### config.mk
export PLATFORM = sky130hd
export DESIGN_NAME = frs_cell
export DESIGN_NICKNAME = d
export VERILOG_FILES = /design/src/rtl/core/frs_pkg.sv /design/src/rtl/core/frs_cell.sv
export SDC_FILE = /design/constraint.sdc
export NUM_CORES = 1
export LEC_CHECK = 0
export BUFFER_PORTS_ARGS = -buffer_cell sky130_fd_sc_hd__buf_2
export CAP_MARGIN = 10
export CELL_PAD_IN_SITES_DETAIL_PLACEMENT = 1
export CELL_PAD_IN_SITES_GLOBAL_PLACEMENT = 2
export CORE_UTILIZATION = 26
export CTS_CLUSTER_DIAMETER = 50
export DETAILED_ROUTE_END_ITERATION = 12
export HOLD_SLACK_MARGIN = 0.03
export PLACE_DENSITY = 0.95
export SLEW_MARGIN = 20
export SYNTH_ARGS = -nofsm -noshare
export SYNTH_HDL_FRONTEND = slang
export SYNTH_SLANG_ARGS = --single-unit
### constraint.sdc
create_clock -name i_clk -period 10.15 [get_ports i_clk]
set_input_delay 1.015 -clock i_clk [delete_from_list [all_inputs] [get_ports i_clk]]
set_output_delay 1.015 -clock i_clk [all_outputs]
set_load 0.005 [all_outputs]
### src/rtl/core/frs_pkg.sv
package frs_pkg;

    // Field widths fixed by the item formats.
    localparam int FITNESS_W  = 32;
    localparam int POSITION_W = 6;

    typedef logic signed [FITNESS_W-1:0] t_fitness;
    typedef logic [POSITION_W-1:0]       t_position;

    // One input beat.
    typedef struct packed {
        t_fitness fitness_value;
        logic     last_member;
    } t_in;

    // One result beat.
    typedef struct packed {
        t_position source_position;
        t_fitness  ranked_fitness;
        logic      final_rank;
    } t_out;

    // Contents of one sorting cell.
    typedef struct packed {
        logic      valid;
        t_fitness  fitness;
        t_position position;
    } t_entry;

    // Control broadcast to every cell in the chain.
    typedef struct packed {
        logic load;
        logic drain;
    } t_cell_ctl;

endpackage

### src/rtl/core/frs_cell.sv
module frs_cell (
    input  logic               i_clk,
    input  logic               i_rst_n,
    input  frs_pkg::t_cell_ctl i_ctl,
    input  frs_pkg::t_entry    i_new,
    input  frs_pkg::t_entry    i_left,
    input  logic               i_left_push,
    input  frs_pkg::t_entry    i_right,
    output frs_pkg::t_entry    o_entry,
    output logic               o_push
);
    import frs_pkg::*;

    t_entry r_entry;
    t_entry n_entry;

    // The new value goes in front of this cell when the cell is empty or holds a
    // strictly smaller value, so equal values keep their load order.
    assign o_push = !r_entry.valid || (i_new.fitness > r_entry.fitness);

    // On load, a pushed cell takes its left neighbor if that one is pushed too,
    // otherwise the new value lands here. On drain, everything moves left.
    always_comb begin
        n_entry = r_entry;
        if (i_ctl.drain) begin
            n_entry = i_right;
        end else if (i_ctl.load && o_push) begin
            n_entry = i_left_push ? i_left : i_new;
        end
    end

    // Only the valid bit needs a reset.
    always_ff @(posedge i_clk) begin
        r_entry.fitness  <= n_entry.fitness;
        r_entry.position <= n_entry.position;
        if (!i_rst_n) begin
            r_entry.valid <= 1'b0;
        end else begin
            r_entry.valid <= n_entry.valid;
        end
    end

    assign o_entry = r_entry;

endmodule

---- Word level (Yosys, flattened, before mapping) ----
Cells that the tools add are included.
operators by class
  $lt $le $gt $ge ......................... 1
  muxes and demuxes ....................... 3
  reduce and logical (&&, ||, !) cells .... 4
operators by type and width
  kind                            count
  2-to-1 mux 39 bit               3
  greater-than comparator 32 bit  1
  nonzero test 2 bit              1
  logical AND 1 bit               1
  zero test 1 bit                 1
  logical OR 1 bit                1
word-level totals
  bits in registers ....................... 39
  input port bits ......................... 122
  output and inout bits ................... 40

---- Depth between registers and ports, before layout ----
  word-level depth ........................ 5
  gate-level depth with buffers ........... 8
  depth with buffers taken out ............ 8

---- Least setup slack after synthesis ----
Ideal clock, no wire load.
  path type ............................... input-to-reg
  start point ............................. input port i_new[28] (netlist name)
  end point ............................... register r_entry (netlist bit o_entry[0]), enable pin
  setup time .............................. 486 ps
  arrival time ............................ 4812 ps
  required time ........................... 9664 ps
  setup slack ............................. 4852 ps
  stages on the path ...................... 6
  path through ............................ ha_1 > and4_2 > nor4bb_1 > o31a_1 > a211oi_2 > o21ai_0
between the ends
  cells in the longest elaborated chain, start to end .. 4
ends and longest elaborated chain
  item                                 line            text
  start, declared                      frs_cell.sv:5   input frs_pkg::t_entry i_new,
  greater-than comparator 32 bit       frs_cell.sv:19  assign o_push = !r_entry.valid || (i_new.fitness > r_entry.fitness);
  logical OR 1 bit                     frs_cell.sv:19
  logical AND 1 bit                    frs_cell.sv:27  end else if (i_ctl.load && o_push) begin
  nonzero test 2 bit (no source line)  --
  end, declared                        frs_cell.sv:14  t_entry r_entry;
No other way between the ends.
A chain may end at the register's enable or synchronous reset.

---- Final worst setup path ----
  start point ............................. input port i_new[11] (netlist name)
  end point ............................... output port o_push
between the ends
  cells in the longest elaborated chain, start to end .. 2
ends and longest elaborated chain
  item                            line            text
  greater-than comparator 32 bit  frs_cell.sv:19
  logical OR 1 bit                frs_cell.sv:19
  end, declared                   frs_cell.sv:10  output logic o_push
No other way between the ends.

==> results by group <==
Synth
  – Asr flop ratio synth: 0%
  – Post-synth net total: 446
  – Post-synth top area share: 40.50%
  – Cells after Synth: 292
  – Post-synth EDFFs: 38
  – Syn avg cell area: 9.650 µm²
  – Yosys warns: 0
  – Sequential share of the synthesized area: 41.21%
  – Synthesized area: 2818 µm²
  – Yosys cell types: 32
  – Most used DFF post-synth: edfxtp_1
  – Synthesized flop and latch total: 39
  – Leading area contributor after synthesis: edfxtp_1
  – Synth area leaders: edfxtp_1 40%, ha_1 14%, mux2i_1 13%, o21ai_0 7.5%, nand2_1 6.0%

Critical path
  – Crit-path slowest cell: a221o_1
  – End of the critical path: o_push
  – Crit path largest cell delay: 0.33 ns
  – Worst reg2reg path depth: 8
  – CP required: 9.14 ns
  – Worst R2R Start: o_entry[28]
  – CP Cell Sequence: buf_2 -> ha_1 -> a21oi_1 -> o21ai_1 -> a221o_1 -> o31a_1 -> a211oi_2 -> o21ai_0 -> buf_2
  – Critical path's top delay family: compound AO/OA/AOI/OAI gates
  – Crit-path max FO: 3
  – R2R setup slack: 6.99 ns
  – Critical path launch point type: input pin
  – Worst EP arrival: 2.95 ns
  – Most frequent CP cell: buf_2
  – Buf+Inv Stages, Crit Path: 2
  – Setup crit end kind: output pin
  – WS Path Type: input pin to output pin
  – CP Depth: 9
  – Critical path startpoint: i_new[11]
  – RR Endpoint: o_entry[12]

Placed design
  – Hpwl dp: 6.792 mm
  – GPL Wtd Cong: 0.7766
  – PortBufs: 161

Flow run
  – MaxCap Viol Count: 0

Timing
  – Final hold vios: 0
  – Rel. slew slack: 52.67%
  – Clk_skew: 0.008088 ns
  – Number of setup violations in the final report: 0
  – Final min period: 3.962 ns
  – RSZ-0062 raised after global routing: no
  – Final period util: 39.03%
  – Fin. max-slew vios: 0
  – Worst Max-Slew Pin Slew: 0.7073 ns
  – Setup TNS: 0 ns
  – Fmax: 0.2524 GHz

Routing
  – Drt total wl: 8.353 mm
  – Vias: 2705
  – Drt pass-1 iters: 4
  – WL/cell: 14.25 µm
  – Via/cell ratio: 4.616
  – Antenna Violating Nets Remaining: 0
  – Drt initial violations: 79
  – DR DRC count: 0

Die
  – Die width: 106.1 µm
  – # IOs: 162
  – Row cnt: 37
  – Die height: 106.1 µm
  – Initial Util: 27.05%
  – Die ar.: 11260 µm²
  – Core area: 10420 µm²

Clock network
  – CTS H-tree depth: 2
  – Postcts setup bufs: 0
  – Clk slew on worst S/H paths: 0.07 ns
  – Clock buffer depth: 2
  – Num Clock Sinks: 39
  – CTS buffer count: 5
  – Hold_buf cts: 0
  – Post-cts sizing count: 0
  – Clk Tree Root Cell: clkbuf_8
  – CTS tree: done
  – Clock latency on the worst-skew pair: 0.29 ns

Power and ir drop
  – Final Total Pwr: 457.4 µW
  – Leakage power: 0.001987 µW
  – Peak VDD IR: 0.04797 mV
  – Pwr per Cell Area: 118.8 nW/µm²

Cells and area
  – Ant diodes: 0
  – Fillers: 1289
  – Share of cells above drive strength 1: 38.67%
  – NumNets Final: 603
  – Max reg flops: 39
  – Syn-to-layout area delta: 36.63%

Hold path
  – Worst Hold Class: register to register

Global route
  – GR Util All Layers: 14.94%
  – Global-route wire length before repair: 13.13 mm
  – Largest net degree at the start of global routing: 79
  – Initial antenna violation count: 0
  – Vias in the first global route: 2793
  – Gr ovfl total: 0

Status
  – Status: finished, final reports clean
cells by family after synthesis:
logic type | Yosys count | synth area share (%)
buffers and inverters | 50 | 6.793
muxes | 39 | 13.90
DFF | 39 | 41.21
AOI/OAI and AO/OA | 70 | 14.21
adders and majority gates | 32 | 14.21
and+or+nand+nor | 62 | 9.680
cells in the final DEF, fill, tap and decap left out, drive strengths merged, types with 5 or more instances in the layout:
master	count
a21oi	15
buf	163
clkbuf	6
edfxtp	38
ha	32
inv	37
mux2i	38
nand2	45
nand3	5
nand4	5
o21ai	43
area by class of cell:
| cell class | instances | area [µm²] | share of cell area, % |
|---|---|---|---|
| clock buffer | 6 | 72.57 | 1.885 |
| clock inverter | 2 | 7.507 | 0.1950 |
| timing repair buffer | 163 | 823.3 | 21.38 |
| sequential | 39 | 1161 | 30.16 |
| tap | 136 | 170.2 | 4.420 |
| multi-input combinational | 203 | 1476 | 38.35 |
| inverter | 37 | 138.9 | 3.607 |
metal layers:
metal,vias to the layer above,track usage (%),share of wire [%]
met5,-,0,0
met4,0,5.655,1.4
met3,8,2.330,5.3
met2,94,27.04,50
met1,1245,17.60,44
li1,1358,-,-
tightest hold or removal path: cells and delay by family, from the launching register on:
kind	cells	cell delay [ns]
AOI/OAI and AO/OA	2	0.16
DFF	1	0.33
buffers and inverters	1	0.07
cells in the mapped netlist (2+ instances only):
cell type and number:
nand2_1 45, o21ai_0 42, nor2_1 2, clkbuf_1 9, inv_1 37, a21oi_1 14
a21o_1 2, buf_2 3, edfxtp_1 38, mux2i_1 38, ha_1 32, o21a_1 2
nand4_1 5, nand3_1 5
how the worst min path moves through the flow:
stage	startpoint	end	slack [ns]	cells past startpoint
2_1_floorplan	o_entry[38]	o_entry[38]	0.56	3
4_1_cts	o_entry[38]	o_entry[38]	0.61	3
6_report	o_entry[38]	o_entry[38]	0.60	3
3_5_place_dp	o_entry[38]	o_entry[38]	0.59	3
5_1_grt	o_entry[38]	o_entry[38]	0.65	3
3_3_place_gp	o_entry[38]	o_entry[38]	0.57	3
through the flow:
stage                     std cells  setup WS [ns]  hold WS [ns]  cell area (µm²)  utilization (%)
final                           586          6.188        0.5955             3850            36.96
after global routing            586          6.013        0.6474             3850            36.96
after CTS                       586          6.147        0.6054             3850            36.96
after detailed placement        578          6.144        0.5935             3770            36.19
after global placement          578          6.223        0.5652             3767            36.17
after floorplan                 292          4.852        0.5557             2818                -
power breakdown:
part / leakage [µW] / switching [µW] / internal, µW / total, µW
clock: 0.0000403 / 55.9 / 47.0 / 103
sequential: 0.000403 / 9.31 / 203 / 212
combinational: 0.00154 / 75.3 / 67.1 / 142
total: 0.00199 / 140 / 317 / 457
No activity file was read; power rests on OpenSTA's default activity.
